[config.mk]
export PLATFORM = sky130hd
export DESIGN_NAME = delimiter_tokenizer
export DESIGN_NICKNAME = d
export VERILOG_FILES = /design/src/design/dt_pkg.sv /design/src/design/dt_front.sv /design/src/design/dt_queue.sv /design/src/design/dt_back.sv /design/src/design/delimiter_tokenizer.sv
export SDC_FILE = /design/constraint.sdc
export NUM_CORES = 1
export LEC_CHECK = 0
export BUFFER_PORTS_ARGS = -buffer_cell sky130_fd_sc_hd__buf_2
export CAP_MARGIN = 20
export CORE_AREA = 2 2 263 265
export CTS_CLUSTER_DIAMETER = 80
export DETAILED_ROUTE_END_ITERATION = 12
export DIE_AREA = 0 0 265 267
export GPL_TIMING_DRIVEN = 0
export PLACE_DENSITY = 0.66
export SKIP_LAST_GASP = 1
export SLEW_MARGIN = 10
export SYNTH_ARGS = -nofsm -noshare
export SYNTH_HDL_FRONTEND = slang
export SYNTH_SLANG_ARGS = --single-unit
[constraint.sdc]
create_clock -name i_clk -period 7.84 [get_ports i_clk]
set_input_delay 0.784 -clock i_clk [delete_from_list [all_inputs] [get_ports i_clk]]
set_output_delay 0.784 -clock i_clk [all_outputs]
set_load 0.02 [all_outputs]
[src/design/dt_pkg.sv]
`default_nettype none
package dt_pkg;

    localparam int OFFSET_BITS_DEF = 32;
    localparam int QUEUE_DEPTH_DEF = 4;

    localparam int SEP_MASK_W  = 35;
    localparam int DISS_MASK_W = 3;
    localparam int CFG_DATA_W  = SEP_MASK_W;
    localparam int CFG_IDX_W   = 2;
    localparam int OUT_W       = 32;
    localparam int NUM_PUNCT   = 30;

    localparam logic [CFG_IDX_W-1:0] CFG_SEP_MASK  = 2'd0;
    localparam logic [CFG_IDX_W-1:0] CFG_DISS_MASK = 2'd1;
    localparam logic [CFG_IDX_W-1:0] CFG_ISOLATE   = 2'd2;

    localparam logic [7:0] CH_NUL   = 8'h00;
    localparam logic [7:0] CH_SPACE = 8'h20;
    localparam logic [7:0] CH_LF    = 8'h0A;
    localparam logic [7:0] CH_TAB   = 8'h09;
    localparam logic [7:0] CH_VT    = 8'h0B;
    localparam logic [7:0] CH_FF    = 8'h0C;
    localparam logic [7:0] CH_CR    = 8'h0D;

    localparam int CLS_WS     = 0;
    localparam int CLS_LF     = 1;
    localparam int CLS_TAB    = 2;
    localparam int CLS_ALPHA  = 3;
    localparam int CLS_DIGIT  = 4;
    localparam int CLS_PUNCT0 = 5;

    // Punctuation classes in mask order, starting at mask bit CLS_PUNCT0.
    localparam logic [7:0] PUNCT [NUM_PUNCT] = '{
        8'h21, 8'h3F, 8'h3A, 8'h3B, 8'h2E, 8'h2C, 8'h40, 8'h23, 8'h24, 8'h25,
        8'h5E, 8'h26, 8'h2A, 8'h2D, 8'h2B, 8'h3D, 8'h2F, 8'h5C, 8'h7E, 8'h7C,
        8'h60, 8'h5F, 8'h3C, 8'h3E, 8'h28, 8'h29, 8'h7B, 8'h7D, 8'h5B, 8'h5D
    };

    typedef struct packed {
        logic [7:0] text_byte;
        logic       end_of_text;
    } t_text_item;

    typedef struct packed {
        logic [OUT_W-1:0] token_offset;
        logic [OUT_W-1:0] token_length;
        logic             last_of_step;
    } t_token_item;

    typedef struct packed {
        logic [OUT_W-1:0] offset;
        logic [OUT_W-1:0] length;
    } t_token;

    // Tokens produced by one byte; tok1 is valid only when two is set.
    typedef struct packed {
        t_token tok0;
        t_token tok1;
        logic   two;
    } t_step;

    typedef struct packed {
        logic full;
        logic empty;
    } t_queue_status;

    function automatic logic is_separator(input logic [7:0] c,
                                          input logic [SEP_MASK_W-1:0] m);
        logic hit;
        hit = 1'b0;
        if (m[CLS_WS] && (c == CH_SPACE || c == CH_TAB || c == CH_LF ||
                          c == CH_VT || c == CH_FF || c == CH_CR)) begin
            hit = 1'b1;
        end
        if (m[CLS_LF] && c == CH_LF) begin
            hit = 1'b1;
        end
        if (m[CLS_TAB] && c == CH_TAB) begin
            hit = 1'b1;
        end
        if (m[CLS_ALPHA] && (c inside {[8'h41:8'h5A], [8'h61:8'h7A]})) begin
            hit = 1'b1;
        end
        if (m[CLS_DIGIT] && (c inside {[8'h30:8'h39]})) begin
            hit = 1'b1;
        end
        for (int k = 0; k < NUM_PUNCT; k++) begin
            if (m[CLS_PUNCT0 + k] && c == PUNCT[k]) begin
                hit = 1'b1;
            end
        end
        return hit;
    endfunction

    function automatic logic is_dissolvable(input logic [7:0] c,
                                            input logic [DISS_MASK_W-1:0] m);
        return (c == CH_SPACE && m[0]) || (c == CH_LF && m[1]) || (c == CH_TAB && m[2]);
    endfunction

endpackage
`default_nettype wire

[src/design/dt_front.sv]
`default_nettype none
module dt_front #(
    parameter int OFFSET_BITS = dt_pkg::OFFSET_BITS_DEF
) (
    input  wire logic                           i_clk,
    input  wire logic                           i_rst_n,
    input  wire logic                           i_cfg_we,
    input  wire logic [dt_pkg::CFG_IDX_W-1:0]   i_cfg_idx,
    input  wire logic [dt_pkg::CFG_DATA_W-1:0]  i_cfg_data,
    input  wire logic                           i_accept,
    input  wire dt_pkg::t_text_item             i_item,
    output logic                                o_push,
    output dt_pkg::t_step                       o_step
);
    import dt_pkg::*;

    logic [SEP_MASK_W-1:0]  r_sep_mask;
    logic [DISS_MASK_W-1:0] r_diss_mask;
    logic                   r_isolate;

    logic [OFFSET_BITS-1:0] r_pos, n_pos;
    logic                   r_in_tok, n_in_tok;
    logic [OFFSET_BITS-1:0] r_start, n_start;

    logic                   sep, diss, live;
    logic                   e_close, e_iso, e_flush;
    logic                   mid_in;
    logic [OFFSET_BITS-1:0] mid_start;
    t_token                 t_close, t_iso, t_flush;

    function automatic logic [OUT_W-1:0] to_out(input logic [OFFSET_BITS-1:0] v);
        logic [63:0] w;
        w = 64'(v);
        return w[OUT_W-1:0];
    endfunction

    always_ff @(posedge i_clk) begin
        if (!i_rst_n) begin
            r_sep_mask  <= '0;
            r_diss_mask <= '0;
            r_isolate   <= 1'b1;
        end else if (i_cfg_we) begin
            case (i_cfg_idx)
                CFG_SEP_MASK:  r_sep_mask  <= i_cfg_data[SEP_MASK_W-1:0];
                CFG_DISS_MASK: r_diss_mask <= i_cfg_data[DISS_MASK_W-1:0];
                CFG_ISOLATE:   r_isolate   <= i_cfg_data[0];
                default: ;
            endcase
        end
    end

    always_comb begin
        live = i_item.text_byte != CH_NUL;
        sep  = is_separator(i_item.text_byte, r_sep_mask);
        diss = is_dissolvable(i_item.text_byte, r_diss_mask);

        e_close = live && (sep || diss) && r_in_tok;
        e_iso   = live && sep && !diss && r_isolate;

        mid_in    = r_in_tok;
        mid_start = r_start;
        if (live) begin
            if (sep || diss) begin
                mid_in = sep && !diss && !r_isolate;
                if (mid_in) begin
                    mid_start = r_pos;
                end
            end else if (!r_in_tok) begin
                mid_in    = 1'b1;
                mid_start = r_pos;
            end
        end
        e_flush = i_item.end_of_text && mid_in;

        t_close.offset = to_out(r_start);
        t_close.length = to_out(r_pos - r_start);
        t_iso.offset   = to_out(r_pos);
        t_iso.length   = OUT_W'(1);
        t_flush.offset = to_out(mid_start);
        t_flush.length = to_out(r_pos + OFFSET_BITS'(1) - mid_start);

        // At most two of the three can fire: isolation leaves no open token to flush.
        o_step.tok0 = e_close ? t_close : (e_iso ? t_iso : t_flush);
        o_step.tok1 = (e_close && e_iso) ? t_iso : t_flush;
        o_step.two  = e_close && (e_iso || e_flush);
        o_push      = i_accept && (e_close || e_iso || e_flush);

        if (i_item.end_of_text) begin
            n_pos    = '0;
            n_in_tok = 1'b0;
            n_start  = '0;
        end else begin
            n_pos    = r_pos + OFFSET_BITS'(1);
            n_in_tok = mid_in;
            n_start  = mid_start;
        end
    end

    always_ff @(posedge i_clk) begin
        if (!i_rst_n) begin
            r_pos    <= '0;
            r_in_tok <= 1'b0;
            r_start  <= '0;
        end else if (i_accept) begin
            r_pos    <= n_pos;
            r_in_tok <= n_in_tok;
            r_start  <= n_start;
        end
    end

endmodule
`default_nettype wire

[src/design/dt_queue.sv]
`default_nettype none
module dt_queue #(
    parameter int DEPTH = dt_pkg::QUEUE_DEPTH_DEF
) (
    input  wire logic              i_clk,
    input  wire logic              i_rst_n,
    input  wire logic              i_push,
    input  wire dt_pkg::t_step     i_data,
    input  wire logic              i_pop,
    output dt_pkg::t_step          o_data,
    output dt_pkg::t_queue_status  o_status
);
    import dt_pkg::*;

    localparam int AW = (DEPTH > 1) ? $clog2(DEPTH) : 1;
    localparam int CW = $clog2(DEPTH + 1);

    t_step          r_mem [DEPTH];
    logic [AW-1:0]  r_wp, r_rp;
    logic [CW-1:0]  r_cnt;
    logic           do_push, do_pop;

    assign o_status.full  = r_cnt == CW'(DEPTH);
    assign o_status.empty = r_cnt == '0;
    assign do_push = i_push && !o_status.full;
    assign do_pop  = i_pop && !o_status.empty;
    assign o_data  = r_mem[r_rp];

    function automatic logic [AW-1:0] bump(input logic [AW-1:0] p);
        return (p == AW'(DEPTH - 1)) ? '0 : p + AW'(1);
    endfunction

    always_ff @(posedge i_clk) begin
        if (do_push) begin
            r_mem[r_wp] <= i_data;
        end
    end

    always_ff @(posedge i_clk) begin
        if (!i_rst_n) begin
            r_wp  <= '0;
            r_rp  <= '0;
            r_cnt <= '0;
        end else begin
            if (do_push) begin
                r_wp <= bump(r_wp);
            end
            if (do_pop) begin
                r_rp <= bump(r_rp);
            end
            if (do_push && !do_pop) begin
                r_cnt <= r_cnt + CW'(1);
            end else if (do_pop && !do_push) begin
                r_cnt <= r_cnt - CW'(1);
            end
        end
    end

endmodule
`default_nettype wire

[src/design/dt_back.sv]
`default_nettype none
module dt_back (
    input  wire logic              i_clk,
    input  wire logic              i_rst_n,
    input  wire dt_pkg::t_step     i_head,
    input  wire logic              i_empty,
    input  wire logic              i_pop,
    output logic                   o_queue_pop,
    output logic                   o_empty,
    output dt_pkg::t_token_item    o_result
);
    import dt_pkg::*;

    // Set while the second token of a two-token step is on the outputs.
    logic   r_second;
    logic   last;
    t_token cur;

    always_comb begin
        cur                   = r_second ? i_head.tok1 : i_head.tok0;
        last                  = !i_head.two || r_second;
        o_empty               = i_empty;
        o_result.token_offset = cur.offset;
        o_result.token_length = cur.length;
        o_result.last_of_step = last;
        o_queue_pop           = i_pop && !i_empty && last;
    end

    always_ff @(posedge i_clk) begin
        if (!i_rst_n) begin
            r_second <= 1'b0;
        end else if (i_pop && !i_empty) begin
            r_second <= !last;
        end
    end

endmodule
`default_nettype wire

[src/design/delimiter_tokenizer.sv]
// delimiter_tokenizer: splits a byte stream into tokens, one byte per transfer.
// Input queue side: drive i_item and raise i_push; the byte is taken on a clock
// edge where o_full is low. i_item.end_of_text marks the last byte of a text and
// flushes any open token; the byte position then restarts at zero.
// Output queue side: while o_empty is low, o_result holds the oldest token
// (offset, length, last_of_step); i_pop takes it.
// Configuration: i_cfg_we with i_cfg_idx 0 (separator classes), 1 (dissolve mask)
// or 2 (isolate) writes i_cfg_data in the same edge; write only while idle.
// A token-making byte is written into the queue register at its transfer edge.
// Throughput: one byte per cycle while o_full is low. Each byte makes zero, one
// or two tokens, and the output side hands out one token per cycle while i_pop
// is high; a byte with two tokens takes two pops. A queue of QUEUE_DEPTH byte
// records sits between the classifier and the output; o_full rises only when it
// is full: a stalled receiver stops input after QUEUE_DEPTH token-making bytes.
// Reset (synchronous, active low) empties the queue, clears position and token
// state, and returns the registers to: no separators, no dissolve, isolate on.
`default_nettype none
module delimiter_tokenizer #(
    parameter int OFFSET_BITS = dt_pkg::OFFSET_BITS_DEF,
    parameter int QUEUE_DEPTH = dt_pkg::QUEUE_DEPTH_DEF
) (
    input  wire logic                           i_clk,
    input  wire logic                           i_rst_n,
    input  wire logic                           i_cfg_we,
    input  wire logic [dt_pkg::CFG_IDX_W-1:0]   i_cfg_idx,
    input  wire logic [dt_pkg::CFG_DATA_W-1:0]  i_cfg_data,
    input  wire logic                           i_push,
    input  wire dt_pkg::t_text_item             i_item,
    output logic                                o_full,
    input  wire logic                           i_pop,
    output logic                                o_empty,
    output dt_pkg::t_token_item                 o_result
);
    import dt_pkg::*;

    logic          accept, q_push, q_pop;
    t_step         step_in, step_head;
    t_queue_status q_status;

    assign o_full = q_status.full;
    assign accept = i_push && !q_status.full;

    dt_front #(
        .OFFSET_BITS (OFFSET_BITS)
    ) u_front (
        .i_clk      (i_clk),
        .i_rst_n    (i_rst_n),
        .i_cfg_we   (i_cfg_we),
        .i_cfg_idx  (i_cfg_idx),
        .i_cfg_data (i_cfg_data),
        .i_accept   (accept),
        .i_item     (i_item),
        .o_push     (q_push),
        .o_step     (step_in)
    );

    dt_queue #(
        .DEPTH (QUEUE_DEPTH)
    ) u_queue (
        .i_clk    (i_clk),
        .i_rst_n  (i_rst_n),
        .i_push   (q_push),
        .i_data   (step_in),
        .i_pop    (q_pop),
        .o_data   (step_head),
        .o_status (q_status)
    );

    dt_back u_back (
        .i_clk       (i_clk),
        .i_rst_n     (i_rst_n),
        .i_head      (step_head),
        .i_empty     (q_status.empty),
        .i_pop       (i_pop),
        .o_queue_pop (q_pop),
        .o_empty     (o_empty),
        .o_result    (o_result)
    );

endmodule
`default_nettype wire

# --- Word-level counts from Yosys, hierarchy flattened ---
# Memory sizes are Yosys's and may differ from the RTL's. A register that Yosys moved wholly into a read port is not among the register bits.
# Index checks and enable logic that the tools add are counted.
totals:
  reg_bits: 112
  ramBits: 516
  memories: 1
mem_list:
  columns: ["memory", "depth", "width", "rd", "rd_clocked_by_memory_dff", "write_ports", "line", "source"]
  rows:
  - ["u_queue.r_mem", 4, 129, 1, 1, 1, "dt_queue.sv:18", "t_step r_mem [DEPTH];"]
classes:
  add_sub_neg: 7
  magnitude_cmp: 6
  eq_ne: 41
  mux: 56
  n_reduce_logical: 87
ops:
  columns: ["operator", "count"]
  rows:
  - ["$mux W64", 4]
  - ["$mux W32", 6]
  - ["$eq A8 B6 Y1 const B", 20]
  - ["$eq A8 B7 Y1 const B", 11]
  - ["$sub A32 B32 Y32", 2]
  - ["$logic_and A1 B1 Y1", 59]
  - ["$eq A8 B4 Y1 const B", 5]
  - ["$mux W1", 40]
  - ["$add A32 B1 Y32 const B", 1]
  - ["$ge A8 B7 Y1 const B", 2]
  - ["$le A8 B7 Y1 const B", 2]
  - ["$logic_or A1 B1 Y1", 12]
  - ["$ge A8 B6 Y1 const B", 1]
  - ["$le A8 B6 Y1 const B", 1]
  - ["$logic_not A1 Y1", 8]
  - ["$mux W2", 4]
  - ["$reduce_bool A8 Y1", 1]
  - ["$eq A2 B2 Y1 const B", 3]
  - ["$mux W3", 2]
  - ["$reduce_and A2 Y1", 3]
  - ["$add A2 B1 Y2 const B", 2]
  - ["$reduce_bool A2 Y1", 2]
  - ["$add A3 B1 Y3 const B", 1]
  - ["$eq A3 B3 Y1 const B", 1]
  - ["other kinds (4)", 4]

# --- Longest topological paths before layout ---
# Gate-level depths: netlist of run 1.
depth:
  depth_word: 54
  mapped_depth: 27
  mapped_depth_nobuf: 23

# --- Cells and area by module ---
# From an unflattened synthesis of run 1, not the netlist that was laid out.
hier_totals:
  hier_cells: 2312
  hier_area_um2: 30795.8
modules_own_cells:
  columns: ["module", "n_inst", "cells_per_inst", "area_per_inst_um2", "seq_area_each_um2"]
  rows:
  - ["dt_queue", 1, 724, 19094.6, 15675.0]
  - ["dt_front", 1, 1507, 10535.1, 2082.0]
  - ["dt_back", 1, 80, 1152.4, 20.0]
  - ["delimiter_tokenizer", 1, 1, 13.8, 0.0]

# --- Worst setup path after synthesis of run 1 ---
# OpenSTA, ideal clock, no wires.
synth_timing:
  kind: "input to register"
  from: "in i_item[2] (netlist bit)"
  to: "mem u_queue.r_mem[0][89] (netlist bit) (data pin)"
  t_arrival_ps: 6512
  t_required_ps: 7574
  slack_ps: 1062
  cell_stages: 24
  path_buffers: 3
  cell_sequence: "buf_4 > nor2b_4 > nor4b_1 > or4_4 > a311oi_2 > nor4b_4 > mux2i_4 > buf_6 > clkbuf_1 > mux2i_1 > ha_1 > nor2b_1 > o21ai_0 > nand2b_1 > a21o_1 > a21o_1 > a21oi_1 > maj3_1 > o21ai_1 > o211a_1 > o311a_1 > o211a_1 > or3_1 > a32o_1"
synth_lines:
  columns: ["item", "line", "source"]
  rows:
  - ["from (decl)", "delimiter_tokenizer.sv:28", "input wire dt_pkg::t_text_item i_item,"]
  - ["to (decl)", "dt_queue.sv:18", null]

==> results.py, run 1 <==
metrics = {
    "outcome": {
        "status": "finished clean",
    },
    "yosys": {
        "ys_ff_latch": 630,
        "syn_nets": 2272,
        "ys_warn_count": 0,
        "synth.top_cell.area_share_pct": 52.33,
        "synth-seq-area-share_pct": 60.04,
        "ys_async_sr_fraction_pct": 0,
        "synth_edf_count": 516,
        "synth_flop_cell": "edfxtp_1",
        "yosysMostFrequentCell": "edfxtp_1",
        "synth_cell_types": 82,
        "synth_commonest_cells": "edfxtp_1, nand2_1, mux4_2",
        "synthesis.area_um2": 29610,
        "synthTopCellsByArea": "edfxtp_1, mux4_2, dfxtp_1, ha_1, mux2_2",
        "avgSynthCellArea_um2": 13.76,
        "synthCells": 2152,
        "yosysTopAreaCell": "edfxtp_1",
    },
    "finish": {
        "synthToLayoutAreaGrowth_pct": 14.32,
        "n_antenna_cell": 0,
        "layout-drive-gt1-share_pct": 19.44,
        "final_nets": 2465,
        "nFillCells": 5779,
    },
    "timing": {
        "min_period_ns": 7.486,
        "hold_viol": 0,
        "fmax_mhz": 133.6,
        "slew_viol_final": 0,
        "skew_ns": 0.02337,
        "fin_hold_ws_ns": 0.4218,
        "finalSetupViolCount": 0,
        "finalCritPeriodShare_pct": 95.49,
        "rsz0062_at_grt": "false",
        "tightest_slew_ns": 1.067,
        "setup_slack_ns": 0.3538,
        "slew_headroom_pct": 28.85,
    },
    "worst_setup_path": {
        "worstPathCellList": "buf_4 > buf_2 > nor2_1 > a221oi_1 > a21oi_1 > a311oi_2 > nor4b_4 > mux2i_4 > buf_6 > clkbuf_1 > mux2i_1 > ha_1 > a21o_1 > a21o_1 > a21oi_1 > maj3_2 > maj3_2 > o211ai_2 > a31o_1 > nand4_1 > and4_1 > o32ai_1",
        "r2r_slack_ns": 0.55,
        "startpoint": "i_item[2]",
        "cp-start-kind": "primary input",
        "max_stage_delay_ns": 0.74,
        "cp.arrival_ns": 7.75,
        "crit_family": "compound AO/OA/AOI/OAI gates",
        "critPathBufInv": 4,
        "worst_ep_required_time_ns": 8.10,
        "worstReg2RegStart": "u_front.r_sep_mask[8]$_SDFFE_PN0P_",
        "worst-setup-path-type": "primary input to register",
        "slowest_stage": "o32ai_1",
        "end_kind": "register",
        "path_max_fanout": 19,
    },
    "global_routing": {
        "grt_pass1_wl_mm": 116.5,
        "use_met1_pct": 29.49,
        "grt_max_degree": 52,
        "grt_pass1_vias": 19040,
        "met3_usage_pct": 3.589,
        "grt_busiest_layer": "met2",
        "grt-ovfl-total": 0,
        "grt_use_total_pct": 21.90,
        "use_met2_pct": 35.61,
        "antenna_found_initial": 2,
    },
    "detailed_routing": {
        "drc": 0,
        "wl_mm": 77.47,
        "vias": 18990,
        "drt_iter0_drc": 1673,
        "ant_nets": 0,
        "vias_per_cell": 5.792,
        "firstDrtPassIters": 6,
        "avgRoutedWirePerCell_um": 23.63,
    },
    "cts": {
        "postCtsHoldBufs": 0,
        "clk_latency_ns": 0.61,
        "clock_sinks": 630,
        "clk_pin_slew_worst_paths_ns": 0.06,
        "h-tree-depth": 3,
        "cts-root-buf": "clkbuf_16",
        "post_cts_buffers": 0,
        "cts_buffers": 67,
        "ctsResizeCount": 0,
        "clock_path_buffers": 3,
        "tritoncts": "yes",
    },
    "power_and_ir_drop": {
        "cellPowerDensity_nw_per_um2": 266.3,
        "irDropWorstVdd_v": 0.0001539,
        "p_leak_nw": 11.64,
        "p_total_mw": 9.015,
    },
    "place": {
        "io_buffers": 112,
        "dp_slack_ns": -0.7301,
        "gp_congestion": 0.9581,
        "dp_hpwl_mm": 55.50,
    },
    "floorplanning": {
        "initial_core_util_pct": 43.55,
        "die-area_um2": 70760,
        "core_um2": 67990,
        "rows": 96,
        "die_w_um": 265,
        "ios": 118,
        "die_h_um": 267,
    },
    "flow_run": {
        "maxCapViolCount": 0,
    },
    "hold_path": {
        "hp-start": "i_cfg_data[21]",
        "min_path_type": "primary input to register",
    },
}
-- stage by stage --
| step | utilization [%] | cell area, um2 | cells | setup TNS, ns |
|---|---|---|---|---|
| global route | 49.79 | 33850 | 3279 | 0 |
| CTS | 49.72 | 33800 | 3277 | 0 |
| detailed placement | 46.39 | 31540 | 3157 | -36.57 |
| floorplan | - | 29610 | 2152 | 0 |
| finish | 49.79 | 33850 | 3279 | 0 |
| global placement | 46.00 | 31270 | 3146 | -750.07 |
-- routing by layer --
| metal | routed length [um] | part of all wire [%] | vias to the layer above |
|---|---|---|---|
| met4 | 2813 | 3.6 | 4 |
| met1 | 33030 | 43 | 9504 |
| met2 | 36580 | 47 | 702 |
| li1 | - | - | 8623 |
| met3 | 5026 | 6.5 | 159 |
| met5 | 29 | 0.037 | - |
-- state kept, by name, indices dropped and copies added (netlist names), named ones only --
register,count
u_front.r_diss_mask,3
u_front.r_isolate,1
u_queue.r_rp,2
u_queue.r_mem,516
u_queue.r_cnt,3
u_back.r_second,1
u_front.r_pos,32
u_front.r_start,32
u_front.r_sep_mask,35
u_front.r_in_tok,1
u_queue.r_wp,2
-- power breakdown --
group	internal, mW	leakage, nW	total, mW	switching [mW]
Clock	1.94	1.11	3.23	1.29
Combinational	0.772	4.84	1.88	1.11
Sequential	3.85	5.70	3.90	0.0528
-- worst min-delay path: stages --
cell and delay (ns):
buf_2 0.09, nand2_1 0.04, a21boi_0 0.06
-- worst paths after layout --
| check | to | depth (start not counted) |
|---|---|---|
| setup / recovery | u_queue.r_mem[3][96]$_DFFE_PP_ | 22 |
| hold reg to reg | u_front.r_sep_mask[19]$_SDFFE_PN0P_ | 2 |
| setup reg to reg | u_queue.r_mem[3][96]$_DFFE_PP_ | 20 |
| hold / removal | u_front.r_sep_mask[21]$_SDFFE_PN0P_ | 3 |
-- final cells by class --
| class | count | area, um2 | share of cell area [%] |
|---|---|---|---|
| timing repair buffer | 125 | 840.8 | 2.484 |
| clock inverter | 27 | 320.3 | 0.9463 |
| buffer | 129 | 515.5 | 1.523 |
| multi-input combinational | 1330 | 11110 | 32.83 |
| sequential | 630 | 17780 | 52.52 |
| tap | 882 | 1104 | 3.260 |
| inverter | 62 | 232.7 | 0.6875 |
| clock buffer | 94 | 1946 | 5.748 |
-- placed cells by master (no fill, tap or decap), types with 73 or more instances in the layout --
| master | Yosys | routed |
|---|---|---|
| o21ai_0 | 81 | 81 |
| a21oi_1 | 80 | 80 |
| edfxtp_1 | 516 | 516 |
| nand2_1 | 169 | 169 |
| mux4_2 | 129 | 129 |
| buf_2 | 4 | 116 |
| clkbuf_16 | 0 | 73 |
| nor2_1 | 114 | 114 |
| dfxtp_1 | 114 | 114 |
| clkbuf_1 | 99 | 115 |
-- cell families after synthesis --
group,Yosys count,share of synthesized area [%]
buffers and inverters,192,2.540
multiplexers,240,13.96
XOR/XNOR,85,2.514
AO/OA/AOI/OAI,404,9.047
AND/OR/NAND/NOR,529,8.798
adder cells (fa/ha/maj),72,3.102
flip-flops,630,60.04
Power figures use the tool's default switching activity.
==> run 2: changes to the inputs <==
CTS_BUF_LIST = sky130_fd_sc_hd__clkbuf_4   (was unset)
CTS_CLUSTER_DIAMETER = unset   (was 80)
==> run 2 against run 1 <==
Critical path depth up 2. Die area unchanged. Critical endpoint is now u_queue.r_mem[1][91]$_DFFE_PP_. Sequential power about the same. Worst hold slack worse by 0.27 ns. Sequential share of layout area down 0.22 points. Fmax up 1.5%. Largest power group unchanged. Final area up 0.41%.
==> results.py, run 2 (synthesized netlist as in run 1, its figures left out) <==
metrics = {
    "timing": {
        "setup_slack_ns": 0.4629,
        "finalCritPeriodShare_pct": 94.10,
        "hold_viol": 0,
        "fmax_mhz": 135.6,
        "rsz0062_at_grt": "false",
        "fin_hold_ws_ns": 0.1490,
        "tightest_slew_ns": 1.053,
        "finalSetupViolCount": 0,
        "slew_headroom_pct": 29.83,
        "slew_viol_final": 0,
        "skew_ns": 0.07829,
        "fin_tns_setup_ns": 0,
        "min_period_ns": 7.377,
    },
    "worst_setup_path": {
        "end_kind": "register",
        "path_max_fanout": 19,
        "cp.arrival_ns": 8.02,
        "slowest_stage": "o32ai_1",
        "max_stage_delay_ns": 0.73,
        "r2r_cells": 24,
        "worst-setup-path-type": "register to register",
        "cp-start-kind": "register",
        "worstPathCellList": "mux2i_1 > nor4b_1 > or4_4 > a311oi_2 > nor4b_4 > mux2i_4 > buf_6 > nand2_1 > o21ai_0 > ha_1 > fa_1 > nor2b_1 > o21ai_0 > nand2b_1 > a21o_1 > a21o_1 > a21oi_1 > maj3_1 > o21ai_1 > o211a_1 > o311a_1 > o211a_1 > o21a_1 > o32ai_1",
        "worst_ep_required_time_ns": 8.49,
    },
    "power_and_ir_drop": {
        "cellPowerDensity_nw_per_um2": 252.4,
        "irDropWorstVdd_v": 0.0001153,
        "p_total_mw": 8.578,
        "p_leak_nw": 11.91,
    },
    "detailed_routing": {
        "wl_mm": 78.92,
        "routed.top_layer": "met5",
        "wl_met2_mm": 37.71,
        "wl_met3_mm": 5.438,
        "drc": 0,
        "avgRoutedWirePerCell_um": 22.64,
        "vias": 19750,
        "vias_per_cell": 5.666,
        "firstDrtPassIters": 6,
        "drt_iter0_drc": 1721,
        "met1_length_mm": 33.24,
        "ant_nets": 0,
    },
    "finish": {
        "final_core_utilization_pct": 49.99,
        "synthToLayoutAreaGrowth_pct": 14.79,
        "layout-drive-gt1-share_pct": 24.03,
        "final_nets": 2595,
        "final_cell_mix": "edfxtp_1, clkbuf_4, nand2_1",
        "nFillCells": 5892,
        "stdcell_count": 3486,
        "largest_register_ffs": 516,
        "largest_registers": "u_queue.r_mem (516), u_front.r_sep_mask (35)",
        "final_common_cell": "edfxtp_1",
        "multi_input_area_um2": 11090,
        "largest-register": "u_queue.r_mem",
        "fin_area_um2": 33990,
        "register_area_um2": 17780,
    },
    "floorplanning": {
        "die_w_um": 265,
        "die-area_um2": 70760,
        "core_um2": 67990,
        "rows": 96,
        "die_h_um": 267,
        "ios": 118,
        "initial_core_util_pct": 43.55,
    },
    "cts": {
        "clock_sinks": 630,
        "tritoncts": "yes",
        "clk_pin_slew_worst_paths_ns": 0.06,
        "h-tree-depth": 4,
        "cts_buffers": 162,
        "clk_latency_ns": 1.02,
        "post_cts_buffers": 0,
        "clock_path_buffers": 3,
        "cts-root-buf": "clkbuf_4",
    },
    "place": {
        "gp_congestion": 0.9581,
        "dp_hpwl_mm": 55.50,
        "placed_area_um2": 31540,
        "dp_cells": 3157,
        "dp_slack_ns": -0.7301,
        "io_buffers": 112,
    },
    "global_routing": {
        "grt_max_degree": 52,
        "grt_pass1_vias": 20090,
        "antenna_found_initial": 4,
        "grt_pass1_wl_mm": 119.0,
        "grt_use_total_pct": 22.47,
        "grt-ovfl-total": 0,
    },
    "hold_path": {
        "min_path_type": "primary input to register",
        "holdPathStages": 4,
    },
    "outcome": {
        "status": "finished clean",
    },
    "flow_run": {
        "maxCapViolCount": 0,
    },
}
run 2: cell types whose count changed in the layout (fill, tap and decap cells not counted), sizes merged:
| cell | previous run | this run |
|---|---|---|
| clkbuf | 192 | 337 |
| dlygate4sd3 | 0 | 35 |
| clkinv | 15 | 41 |
| bufinv | 6 | 1 |
| diode | 0 | 3 |
| inv | 66 | 69 |
run 2: layout make-up:
class	instances	area share [%]
Sequential cell	630	52.30
Inverter	62	0.6847
Antenna cell	3	0.02209
Timing Repair Buffer	160	3.505
Clock buffer	239	5.279
Multi-Input combinational cell	1330	32.63
Clock inverter	51	0.8099
Buffer	129	1.520
Tap cell	882	3.247
run 2: timing repair:
action | CTS | global route
endpoints found under the setup margin | 4 | 2
cloned | 0 | 0
endpoints found under the hold margin | 37 | 0
gates resized for setup | 0 | 2
hold buffers | 35 | 0
run 2: where the power goes:
group / internal (mW) / switching (mW) / total, mW / leakage [nW]
combinational: 0.783 / 1.12 / 1.90 / 4.98
sequential: 3.84 / 0.0528 / 3.90 / 5.70
clock: 1.44 / 1.34 / 2.78 / 1.24
run 2: worst max-delay path, delay by kind of cell (launching register included):
family                     cells  cell delay, ns
adders and majority gates      3            0.78
DFF                            1            0.31
buffers and inverters          1            0.32
muxes                          2            0.86
and+or+nand+nor                6            1.41
AOI/OAI and AO/OA             12            3.27
run 2: path summary, 6_finish.rpt:
path / from / end / slack [ns]
worst max-delay path: u_front.r_sep_mask[8]$_SDFFE_PN0P_ / u_queue.r_mem[1][91]$_DFFE_PP_ / 0.46
worst max register to register: u_front.r_sep_mask[8]$_SDFFE_PN0P_ / u_queue.r_mem[1][91]$_DFFE_PP_ / 0.46
worst min-delay path: i_pop / u_back.r_second$_SDFFE_PN0P_ / 0.15
worst min register to register: u_front.r_sep_mask[19]$_SDFFE_PN0P_ / u_front.r_sep_mask[19]$_SDFFE_PN0P_ / 0.46
run 2: routing by layer:
layer  track usage, %  up-vias
li1                 -     9006
met1            29.16     9835
met2            36.33      756
met3            5.572      148
met4            8.963        6
met5                0        -
==> run 3: changes to the inputs <==
PLACE_DENSITY = 0.58   (was 0.66)
==> run 3 against run 2 <==
Wire length rose by 1.1%. Non-clock buffer count unchanged. Combinational power barely moved. Sequential power about the same. Worst setup slack got worse by 0.026 ns. Critical path type unchanged. Largest power group unchanged.
==> results.py, run 3 (synthesized netlist as in run 1, its figures left out) <==
metrics = {
    "global_routing": {
        "antenna_found_initial": 4,
        "grt-ovfl-total": 0,
        "grt_use_total_pct": 22.87,
        "grt_pass1_vias": 20020,
        "grt_max_degree": 51,
        "grt_pass1_wl_mm": 120.1,
    },
    "detailed_routing": {
        "wl_mm": 79.77,
        "firstDrtPassIters": 5,
        "wl_met2_mm": 37.49,
        "met1_length_mm": 35.72,
        "drt_iter0_drc": 1476,
        "drc": 0,
        "wl_met3_mm": 4.553,
        "avgRoutedWirePerCell_um": 22.82,
        "routed.top_layer": "met5",
        "vias_per_cell": 5.606,
        "ant_nets": 0,
        "vias": 19590,
    },
    "finish": {
        "final_nets": 2601,
        "final_common_cell": "edfxtp_1",
        "largest_register_ffs": 516,
        "largest_registers": "u_queue.r_mem (516), u_front.r_sep_mask (35)",
        "fin_area_um2": 34090,
        "synthToLayoutAreaGrowth_pct": 15.12,
        "final_cell_mix": "edfxtp_1, clkbuf_4, nand2_1",
        "stdcell_count": 3495,
        "layout-drive-gt1-share_pct": 24.48,
        "largest-register": "u_queue.r_mem",
    },
    "worst_setup_path": {
        "cp-start-kind": "register",
        "path_max_fanout": 19,
        "worst_ep_required_time_ns": 8.46,
        "end_kind": "register",
        "cp.arrival_ns": 8.03,
        "r2r_slack_ns": 0.44,
        "worst-setup-path-type": "register to register",
    },
    "timing": {
        "finalCritPeriodShare_pct": 94.42,
        "min_period_ns": 7.403,
        "skew_ns": 0.04764,
        "tightest_slew_ns": 1.109,
        "slew_viol_final": 0,
        "fmax_mhz": 135.1,
        "rsz0062_at_grt": "false",
        "setup_slack_ns": 0.4372,
        "slew_headroom_pct": 26.04,
        "finalSetupViolCount": 0,
        "fin_hold_ws_ns": 0.1106,
        "hold_viol": 0,
    },
    "cts": {
        "tritoncts": "yes",
        "clock_path_buffers": 3,
        "clock_sinks": 630,
        "cts-root-buf": "clkbuf_4",
        "clk_latency_ns": 0.98,
        "h-tree-depth": 4,
        "cts_buffers": 168,
        "clk_pin_slew_worst_paths_ns": 0.06,
    },
    "floorplanning": {
        "rows": 96,
        "die_w_um": 265,
        "die_h_um": 267,
        "ios": 118,
        "initial_core_util_pct": 43.55,
        "core_um2": 67990,
        "die-area_um2": 70760,
    },
    "place": {
        "io_buffers": 112,
        "dp_slack_ns": -0.8618,
        "gp_congestion": 0.9228,
        "dp_hpwl_mm": 55.91,
        "placed_area_um2": 31550,
        "dp_cells": 3158,
    },
    "power_and_ir_drop": {
        "cellPowerDensity_nw_per_um2": 255.1,
        "irDropWorstVdd_v": 0.0001464,
        "p_leak_nw": 11.97,
    },
    "flow_run": {
        "maxCapViolCount": 0,
    },
    "hold_path": {
        "min_path_type": "primary input to register",
    },
    "outcome": {
        "status": "finished clean",
    },
}
-- run 3: cell types whose count changed in the layout (fill, tap and decap cells not counted), sizes merged, moves of 3 or more --
cell and delta:
buf +3, clkbuf +14, clkinv -6, dlygate4sd3 -3
-- run 3: area by class of cell --
| cell class | count | area, um2 |
|---|---|---|
| buffer | 129 | 516.7 |
| tap | 882 | 1104 |
| fill | 6014 | 33900 |
| clock buffer | 253 | 1899 |
| inverter | 62 | 232.7 |
| multi-input combinational | 1330 | 11100 |
| antenna | 3 | 7.507 |
| timing repair buffer | 160 | 1196 |
| sequential | 630 | 17780 |
| clock inverter | 46 | 254.0 |
-- run 3: critical path: stages, from the launching register on --
cell	delay [ns]
dfxtp_1	0.31
mux2i_1	0.19
nor4b_1	0.08
or4_4	0.51
a311oi_2	0.21
nor4b_4	0.60
mux2i_4	0.68
buf_6	0.33
clkbuf_2	0.38
mux2i_1	0.46
ha_1	0.36
a21o_1	0.19
a21o_1	0.21
a21oi_1	0.18
maj3_1	0.27
a21oi_1	0.11
o211a_1	0.29
o311a_1	0.48
o211a_1	0.27
o21a_1	0.19
o32ai_1	0.74
-- run 3: metal layers --
metal	global-route usage, %	vias up
met3	4.428	129
met4	8.246	4
met1	31.40	9825
li1	-	8991
met2	36.37	645
met5	0	-
-- run 3: worst paths after layout --
kind	startpoint	to	cells after the start
max	u_front.r_sep_mask[8]$_SDFFE_PN0P_	u_queue.r_mem[0][91]$_DFFE_PP_	20
min reg2reg	u_front.r_sep_mask[12]$_SDFFE_PN0P_	u_front.r_sep_mask[12]$_SDFFE_PN0P_	2
min	i_cfg_data[6]	u_front.r_sep_mask[6]$_SDFFE_PN0P_	3
max reg2reg	u_front.r_sep_mask[8]$_SDFFE_PN0P_	u_queue.r_mem[0][91]$_DFFE_PP_	20
-- run 3: stage by stage --
stage	utilization [%]	total power, mW	setup TNS (ns)
detailed placement	46.41	5.884	-45.97
CTS	50.05	8.793	0
global route	50.14	9.103	0
global placement	46.00	5.866	-832.03
floorplan	-	5.240	0
finish	50.14	8.695	0
-- run 3: what timing repair did --
| item | CTS | global route |
|---|---|---|
| endpoints found under the setup margin | 16 | 8 |
| hold buffers | 32 | 0 |
| buffers inserted | 0 | 0 |
| hold endpoints to repair | 32 | 0 |
| resized for setup | 1 | 3 |
-- run 3: power by group --
group / internal [mW] / switching (mW)
sequential: 3.85 / 0.0509
clock: 1.54 / 1.34
combinational: 0.791 / 1.13
